File: src/rtl/core/bia_pkg.sv
package bia_pkg;

  // Map geometry and field widths
  localparam int WORD_BITS   = 64;
  localparam int BIT_SEL_W   = 6;
  localparam int IDX_W       = 10;
  localparam int CFG_W       = 11;
  localparam int STATUS_W    = 2;
  localparam int CNT_W       = 9;

  localparam logic [CFG_W-1:0] BITS_IN_USE_RESET = 11'd1024;

  // Request codes
  localparam logic CMD_ALLOC = 1'b0;
  localparam logic CMD_FREE  = 1'b1;

  // Result status codes
  typedef enum logic [STATUS_W-1:0] {
    ST_DONE    = 2'd0,
    ST_FULL    = 2'd1,
    ST_RANGE   = 2'd2,
    ST_IGNORED = 2'd3
  } status_code_t;

  // Controller to datapath commands
  typedef struct packed {
    logic capture;
    logic commit;
  } dp_cmd_t;

  // Datapath to controller status
  typedef struct packed {
    logic out_free;
  } dp_status_t;

endpackage

File: src/rtl/core/bia_ctrl.sv
module bia_ctrl (
  input  logic                clk,
  input  logic                rst,
  input  logic                in_valid,
  output logic                in_stall,
  input  bia_pkg::dp_status_t dp_status,
  output bia_pkg::dp_cmd_t    dp_cmd
);
  import bia_pkg::*;

  typedef enum logic [1:0] {
    S_IDLE = 2'b01,
    S_EXEC = 2'b10
  } state_t;

  state_t state;
  state_t state_next;

  // Accept only when no transaction is in flight
  assign in_stall = (state != S_IDLE);

  always_comb begin
    state_next     = state;
    dp_cmd.capture = 1'b0;
    dp_cmd.commit  = 1'b0;
    unique case (state)
      S_IDLE: begin
        if (in_valid) begin
          dp_cmd.capture = 1'b1;
          state_next     = S_EXEC;
        end
      end
      S_EXEC: begin
        // Hold until the output register can take the result
        if (dp_status.out_free) begin
          dp_cmd.commit = 1'b1;
          state_next    = S_IDLE;
        end
      end
      default: begin
        state_next = S_IDLE;
      end
    endcase
  end

  always_ff @(posedge clk) begin
    if (rst) begin
      state <= S_IDLE;
    end else begin
      state <= state_next;
    end
  end

endmodule

File: src/rtl/core/bia_datapath.sv
module bia_datapath #(
  parameter int MAX_WORDS = 16
) (
  input  logic                          clk,
  input  logic                          rst,
  input  bia_pkg::dp_cmd_t              dp_cmd,
  output bia_pkg::dp_status_t           dp_status,
  input  logic                          cmd,
  input  logic [bia_pkg::IDX_W-1:0]     free_index,
  input  logic                          cfg_we,
  input  logic [bia_pkg::CFG_W-1:0]     cfg_data,
  input  logic                          out_stall,
  output logic                          out_valid,
  output logic [bia_pkg::IDX_W-1:0]     granted_index,
  output logic [bia_pkg::STATUS_W-1:0]  status
);
  import bia_pkg::*;

  localparam int AW = (MAX_WORDS > 1) ? $clog2(MAX_WORDS) : 1;
  localparam int FW = (AW + BIT_SEL_W > CFG_W) ? AW + BIT_SEL_W : CFG_W;

  // Map storage, per-word written flags and nonzero summary
  logic [WORD_BITS-1:0] mem [MAX_WORDS];
  logic [MAX_WORDS-1:0] written;
  logic [MAX_WORDS-1:0] nonzero;

  logic [CFG_W-1:0]     bits_in_use;
  logic [CNT_W-1:0]     words_used;
  logic [CFG_W:0]       bits_round;
  logic [MAX_WORDS-1:0] in_use;
  logic [MAX_WORDS-1:0] cand;
  logic [MAX_WORDS-1:0] cand_low;
  logic [AW-1:0]        first_word;
  logic [CNT_W-1:0]     free_word;
  logic                 no_word;
  logic                 free_out;
  logic [AW-1:0]        rd_addr;

  // Captured transaction
  logic                 cmd_r;
  logic [BIT_SEL_W-1:0] bit_r;
  logic [AW-1:0]        addr_r;
  logic                 full_r;
  logic                 ignore_r;
  logic [WORD_BITS-1:0] rd_word;
  logic                 rd_written;

  logic [WORD_BITS-1:0] cur_word;
  logic [WORD_BITS-1:0] low_bit;
  logic [BIT_SEL_W-1:0] low_idx;
  logic [FW-1:0]        found;
  logic                 beyond;
  logic [WORD_BITS-1:0] alloc_word;
  logic [WORD_BITS-1:0] free_word_val;
  logic                 wr_en;
  logic [WORD_BITS-1:0] wr_data;
  status_code_t         res_status;
  logic [IDX_W-1:0]     res_index;

  // Words in use, rounded up and capped at the map depth
  assign bits_round = {1'b0, bits_in_use} + (CFG_W+1)'(WORD_BITS - 1);
  always_comb begin
    logic [CNT_W-1:0] raw;
    raw = CNT_W'(bits_round[CFG_W:BIT_SEL_W]);
    if (raw > CNT_W'(MAX_WORDS)) begin
      words_used = CNT_W'(MAX_WORDS);
    end else begin
      words_used = raw;
    end
  end

  // Mark words in use and isolate the first nonzero one
  always_comb begin
    for (int i = 0; i < MAX_WORDS; i++) begin
      in_use[i] = (CNT_W'(i) < words_used);
    end
  end

  assign cand     = nonzero & in_use;
  assign cand_low = cand & (~cand + MAX_WORDS'(1));
  assign no_word  = (cand == '0);

  // Encode the one-hot word select
  always_comb begin
    logic [CNT_W-1:0] pos;
    first_word = '0;
    for (int k = 0; k < AW; k++) begin
      for (int i = 0; i < MAX_WORDS; i++) begin
        pos = CNT_W'(i);
        if (pos[k]) begin
          first_word[k] = first_word[k] | cand_low[i];
        end
      end
    end
  end

  assign free_word = CNT_W'(free_index[IDX_W-1:BIT_SEL_W]);
  assign free_out  = (free_word >= words_used);

  // Pick the word to read; park the address when nothing is touched
  always_comb begin
    if (cmd == CMD_FREE) begin
      rd_addr = free_out ? '0 : free_word[AW-1:0];
    end else begin
      rd_addr = no_word ? '0 : first_word;
    end
  end

  // Capture the request and read its map word
  always_ff @(posedge clk) begin
    if (dp_cmd.capture) begin
      cmd_r      <= cmd;
      bit_r      <= free_index[BIT_SEL_W-1:0];
      addr_r     <= rd_addr;
      full_r     <= no_word;
      ignore_r   <= free_out;
      rd_word    <= mem[rd_addr];
      rd_written <= written[rd_addr];
    end
  end

  // A word never written still holds its reset value of all ones
  assign cur_word = rd_written ? rd_word : '1;

  // Lowest set bit of the word
  assign low_bit = cur_word & (~cur_word + WORD_BITS'(1));
  always_comb begin
    logic [BIT_SEL_W-1:0] pos;
    low_idx = '0;
    for (int k = 0; k < BIT_SEL_W; k++) begin
      for (int i = 0; i < WORD_BITS; i++) begin
        pos = BIT_SEL_W'(i);
        if (pos[k]) begin
          low_idx[k] = low_idx[k] | low_bit[i];
        end
      end
    end
  end

  assign found         = FW'({addr_r, low_idx});
  assign beyond        = (found >= FW'(bits_in_use));
  assign alloc_word    = cur_word & ~low_bit;
  assign free_word_val = cur_word | (WORD_BITS'(1) << bit_r);

  // Resolve the result and the write-back
  always_comb begin
    wr_en      = 1'b0;
    wr_data    = free_word_val;
    res_index  = '0;
    res_status = ST_DONE;
    if (cmd_r == CMD_FREE) begin
      if (ignore_r) begin
        res_status = ST_IGNORED;
      end else begin
        wr_en = 1'b1;
      end
    end else begin
      if (full_r) begin
        res_status = ST_FULL;
      end else if (beyond) begin
        res_status = ST_RANGE;
      end else begin
        wr_en     = 1'b1;
        wr_data   = alloc_word;
        res_index = found[IDX_W-1:0];
      end
    end
  end

  // Write back the map word
  always_ff @(posedge clk) begin
    if (dp_cmd.commit && wr_en) begin
      mem[addr_r] <= wr_data;
    end
  end

  // Advance the written flags and the nonzero summary
  always_ff @(posedge clk) begin
    if (rst) begin
      written <= '0;
      nonzero <= '1;
    end else if (dp_cmd.commit && wr_en) begin
      written[addr_r] <= 1'b1;
      nonzero[addr_r] <= (wr_data != '0);
    end
  end

  // Configuration register
  always_ff @(posedge clk) begin
    if (rst) begin
      bits_in_use <= BITS_IN_USE_RESET;
    end else if (cfg_we) begin
      bits_in_use <= cfg_data;
    end
  end

  // Output register: load on commit, drop when taken
  always_ff @(posedge clk) begin
    if (rst) begin
      out_valid <= 1'b0;
    end else if (dp_cmd.commit) begin
      out_valid <= 1'b1;
    end else if (!out_stall) begin
      out_valid <= 1'b0;
    end
  end

  always_ff @(posedge clk) begin
    if (dp_cmd.commit) begin
      granted_index <= res_index;
      status        <= res_status;
    end
  end

  assign dp_status.out_free = !out_valid || !out_stall;

endmodule

File: src/rtl/core/bitmap_index_allocator.sv
// Bitmap index allocator: hands out and takes back indices from a free map
// of 64-bit words, a set bit meaning the index is free.
// Input channel (in_valid / in_stall): cmd selects allocate or free;
// free_index is used by free only. A transaction is taken when in_valid is
// high and in_stall is low.
// Output channel (out_valid / out_stall): one result per request,
// granted_index and status, held stable while out_stall is high.
// Configuration channel (cfg_valid / cfg_ready / cfg_data): writes
// bits_in_use; cfg_ready is always high; write only while idle.
// A taken request is captured with its map word read, then resolved and
// committed to the output register, with the map word written back, once
// that register is free. No new request is taken until the last one is
// committed; a nonzero-word summary in flip-flops finds the word to
// allocate from combinationally.
// When the receiver stalls with a result pending, the block takes one more
// request and holds it; in_stall stays high until that result is taken.
// Reset (rst, synchronous): every index is free, bits_in_use is 1024;
// per-word written flags make the map read as all ones at once, with no
// clearing pass.
module bitmap_index_allocator #(
  parameter int MAX_WORDS = 16
) (
  input  logic                          clk,
  input  logic                          rst,
  input  logic                          in_valid,
  output logic                          in_stall,
  input  logic                          cmd,
  input  logic [bia_pkg::IDX_W-1:0]     free_index,
  output logic                          out_valid,
  input  logic                          out_stall,
  output logic [bia_pkg::IDX_W-1:0]     granted_index,
  output logic [bia_pkg::STATUS_W-1:0]  status,
  input  logic                          cfg_valid,
  output logic                          cfg_ready,
  input  logic [bia_pkg::CFG_W-1:0]     cfg_data
);
  import bia_pkg::*;

  dp_cmd_t    dp_cmd;
  dp_status_t dp_status;

  assign cfg_ready = 1'b1;

  bia_ctrl u_ctrl (
    .clk       (clk),
    .rst       (rst),
    .in_valid  (in_valid),
    .in_stall  (in_stall),
    .dp_status (dp_status),
    .dp_cmd    (dp_cmd)
  );

  bia_datapath #(
    .MAX_WORDS (MAX_WORDS)
  ) u_datapath (
    .clk           (clk),
    .rst           (rst),
    .dp_cmd        (dp_cmd),
    .dp_status     (dp_status),
    .cmd           (cmd),
    .free_index    (free_index),
    .cfg_we        (cfg_valid && cfg_ready),
    .cfg_data      (cfg_data),
    .out_stall     (out_stall),
    .out_valid     (out_valid),
    .granted_index (granted_index),
    .status        (status)
  );

`ifndef ASSERT_OFF
  // A taken request keeps the block busy for the next cycle
  a_busy_after_accept: assert property (@(posedge clk) disable iff (rst)
    in_valid && !in_stall |=> in_stall)
    else $error("input taken while a request is in flight");

  // Only a successful allocate carries a nonzero index
  a_index_zero_on_fail: assert property (@(posedge clk) disable iff (rst)
    out_valid && (status != ST_DONE) |-> granted_index == '0)
    else $error("nonzero index with a failing status");

  // A new result appears only at the end of a request in flight
  a_result_from_request: assert property (@(posedge clk) disable iff (rst)
    $rose(out_valid) |-> $past(in_stall))
    else $error("result without a request in flight");
`endif

endmodule

File: config.mk
export PLATFORM = sky130hd
export DESIGN_NAME = bitmap_index_allocator
export DESIGN_NICKNAME = d
export VERILOG_FILES = /design/src/rtl/core/bia_pkg.sv /design/src/rtl/core/bia_ctrl.sv /design/src/rtl/core/bia_datapath.sv /design/src/rtl/core/bitmap_index_allocator.sv
export SDC_FILE = /design/constraint.sdc
export NUM_CORES = 2
export LEC_CHECK = 0
export BUFFER_PORTS_ARGS = -buffer_cell sky130_fd_sc_hd__clkbuf_2
export CORE_MARGIN = 2
export CORE_UTILIZATION = 45
export DETAILED_ROUTE_END_ITERATION = 8
export HOLD_SLACK_MARGIN = 0.12
export PLACE_DENSITY_LB_ADDON = 0.2
export SYNTH_ARGS = -nofsm -noshare
export SYNTH_HDL_FRONTEND = slang
export SYNTH_HIERARCHICAL = 1
export SYNTH_SLANG_ARGS = --single-unit
File: constraint.sdc
create_clock -name clk -period 24.1 [get_ports clk]
set_input_delay 7.23 -clock clk [delete_from_list [all_inputs] [get_ports clk]]
set_output_delay 7.23 -clock clk [all_outputs]
set_load 0.01 [all_outputs]
==> reports/qor.csv <==
stage,metric,value,unit
power,vdd_drop_max,0.0578,mV
global_route,grt_max_degree,75,
route,vias,28900,
cts,cts_buffers,116,
power,seq_power_share,51.8,%
cts,cts.reportedPaths.clkPinSlew,60,ps
yosys,ys_seq_elements,1160,
layout,fin_cells,4911,
global_route,grt_usage,23.1,%
timing,rsz0062_at_grt,no,
timing,fin_setup_tns,0,ps
yosys,netlist_area,50400,µm²
cts,cts_setup_buffers,0,
cts,cts_resized,0,
yosys,ys_warn_count,6,
critical_path,required,24510,ps
cts,cts_hold_buf,0,
cts,clock-root-buffer,clkbuf_16,
yosys,avgSynthCellArea,15.6,µm²
floorplanning,initial_core_util,45.4,%
timing,hold_viol,0,
cts,cts.sinks,1160,
yosys,yosysSeqAreaShare,68.2,%
cts,worstSkewPairLatency,720,ps
floorplanning,die_h,339,µm
floorplanning,coreArea,111000,µm²
yosys,ys_dominant_reg_cell,edfxtp_1,
critical_path,crit_fanout,56,
critical_path,critical-path-top-delay-family,buffers and inverters,
layout,syn2layout_area_growth,12.4,%
critical_path,critPathSlowestCell,buf_4,
route,vias_per_cell,5.88,
power,p_leak,20.0,nW
power,pwr-share-comb,6.0,%
timing,finalCritPeriodShare,53.8,%
route,drc_errors,0,
layout,stdcell_area,56700,µm²
critical_path,worstSetupPathType,input port to register,
power,swShare,21.8,%
timing,setup_ws,11130,ps
critical_path,crit_buf_inv,6,
power,pwr-share-clk,42.2,%
layout,drive_gt1_share,11.8,%
critical_path,max_stage_delay,940,ps
yosys,syn_inst,3223,
global_route,grt_pass1_vias,28800,
timing,worstMarginPinSlew,1430,ps
timing,fin_skew,30.1,ps
placement,dp_hpwl,80900,µm
route,routedWlPerCell,27.4,µm
route,firstDrtPassIters,5,
timing,layout_min_cycle_time,12970,ps
worst_hold_path,hp-class,register to register,
timing,slew_viol_final,0,
timing,clock.fmax,0.0771,GHz
cts,htree_levels,3,
run,maxCapViolCount,0,
timing,maxSlewHeadroom,4.95,%
power,power_density,76.6,nW/µm²
critical_path,cp-start-kind,input port,
placement,dpl_worst_slack,10410,ps
cts,cts_tree,yes,
yosys,syn_nets,3264,
power,p_int,3.39,mW
global_route,antenna_found_initial,3,
power,switching_power,947,µW
yosys,synth_edf_count,1114,
timing,finalSetupViolCount,0,
global_route,overflow,0,
yosys,yosysUniqueCellTypes,97,
critical_path,worst_ep_arrival_time,13380,ps
global_route,grt_pass1_wl,196000,µm
floorplanning,die-area,115000,µm²
placement,routabilityCongestion,0.972,
floorplanning,rows,122,
route,final_antenna_net_count,0,
route,first_iter_violations,2832,
floorplanning,die_width,339,µm
layout,fillers,9161,
critical_path,cp_common_cell,buf_4,
floorplanning,io_pins,42,
placement,port_buffers,40,
cts,ctsLongestPathBuffers,3,
yosys,async_flop_share,0,%
critical_path,cp_cell_sequence,"clkbuf_2, inv_1, ha_1, nand2b_1, a21o_1, a211o_1, a31oi_1, a22o_4, buf_4, buf_4, buf_4, buf_4, mux2i_1, mux2i_1, mux2i_1",
route,routed_wirelength,135000,µm
critical_path,end_kind,register,
layout,finalNetCount,3363,
outcome,status,"finished, final reports clean",
placement,place_inst,4692,
placement,place_area,52700,µm²
==> layout make-up <==
class	count	area, µm²	share of cell area (%)
sequential	1160	34400	60.7
multi-input combinational	1865	15400	27.1
clock buffer	137	3080	5.43
tap	1488	1860	3.29
timing repair buffer	148	1020	1.81
clock inverter	80	853	1.51
inverter	31	119	0.210
antenna	2	5.00	0.00883
==> path summary, 6_finish.rpt <==
check	slack, ps	end	start	cells past startpoint
max	11130	u_datapath/rd_word[9]$_DFFE_PP_	free_index[6]	15
min	460	u_datapath/written[2]$_SDFFE_PP0P_	u_datapath/written[2]$_SDFFE_PP0P_	2
max reg2reg	15150	u_datapath/nonzero[15]$_SDFFE_PP1P_	u_datapath/rd_written$_DFFE_PP_	22
min reg2reg	460	u_datapath/written[2]$_SDFFE_PP0P_	u_datapath/written[2]$_SDFFE_PP0P_	2
==> metrics by stage <==
step	power [mW]	utilization [%]	hold slack [ps]
2_1_floorplan	2.46	-	440
3_3_place_gp	2.54	47.5	450
3_5_place_dp	2.55	47.5	460
4_1_cts	4.37	51.1	474
5_1_grt	4.47	51.1	493
6_report	4.34	51.1	465
==> per-layer routing <==
| metal | track usage, % | vias up | part of all wire [%] |
|---|---|---|---|
| li1 | - | 12800 | - |
| met1 | 31.8 | 14900 | 44 |
| met2 | 38.5 | 898 | 48 |
| met3 | 2.89 | 223 | 4.8 |
| met4 | 6.47 | 2 | 2.5 |
| met5 | 0 | - | 0.0097 |
==> power by group through the flow <==
stage	sequential, mW	clock, mW	combinational, mW
global route	2.25	1.95	0.278
global placement	2.29	0	0.254
CTS	2.25	1.87	0.261
floorplan	2.27	0	0.184
detailed placement	2.29	0	0.260
finish	2.25	1.83	0.261
==> placed cells by master (no fill, tap or decap), drive strengths merged, types with 8 or more instances in the layout <==
cell	count
ha	14
nor4	36
a21o	8
nor2	128
or2	12
clkinv	53
inv	36
and2	20
nand3	47
or4	16
nand4	19
nor3b	12
a211oi	11
dfxtp	46
nand2	76
bufinv	15
and3	15
nand2b	49
edfxtp	1114
a31oi	10
o22ai	23
nor2b	19
mux2i	986
clkbuf	177
o21ai	55
nor3	63
a21oi	108
buf	108
==> tightest hold or removal path, cell delays in order, from the launching register on <==
cell	delay [ps]
dfxtp_1	320
nor2_1	50
nor2_1	60
==> synth_stat cells (8+ instances only) <==
| cell type | number | area, µm² |
|---|---|---|
| o22ai_1 | 23 | 144 |
| edfxtp_1 | 1114 | 33500 |
| nor3b_1 | 9 | 67.6 |
| nand2_1 | 74 | 278 |
| a21o_1 | 8 | 60.1 |
| o21ai_0 | 53 | 265 |
| buf_2 | 74 | 370 |
| a21oi_1 | 101 | 505 |
| ha_1 | 14 | 175 |
| or4_1 | 13 | 97.6 |
| nor4_1 | 29 | 181 |
| buf_4 | 8 | 60.1 |
| nand4_1 | 18 | 113 |
| nor2b_1 | 19 | 119 |
| and2_1 | 19 | 119 |
| mux2i_1 | 986 | 9870 |
| buf_1 | 9 | 33.8 |
| dfxtp_1 | 46 | 921 |
| nand3_1 | 46 | 230 |
| nor2_1 | 128 | 480 |
| clkbuf_1 | 73 | 274 |
| nand2b_1 | 49 | 307 |
| inv_1 | 30 | 113 |
| and3_1 | 15 | 93.8 |
| a211oi_1 | 11 | 82.6 |
| or2_2 | 11 | 68.8 |
| nor3_1 | 62 | 310 |
| a31oi_1 | 10 | 62.6 |
==> state kept, by name, summed over array words and instances (netlist names), 2 cells and up <==
signal / cells
u_datapath/granted_index: 10
u_ctrl/state: 2
u_datapath/addr_r: 4
u_datapath/written: 16
u_datapath/nonzero: 16
u_datapath/status: 2
u_datapath/bits_in_use: 11
u_datapath/rd_word: 64
u_datapath/bit_r: 6
u_datapath/mem: 1024
==> logic make-up after synthesis <==
kind of cell	synth area share (%)
buffers and inverters	1.74
adders and majority gates	0.347
DFF	68.2
AOI/OAI and AO/OA	4.01
and+or+nand+nor	6.10
muxes	19.6
xor gates and xnor gates	0.0695
other	0.00744
Power figures use the tool's default switching activity.
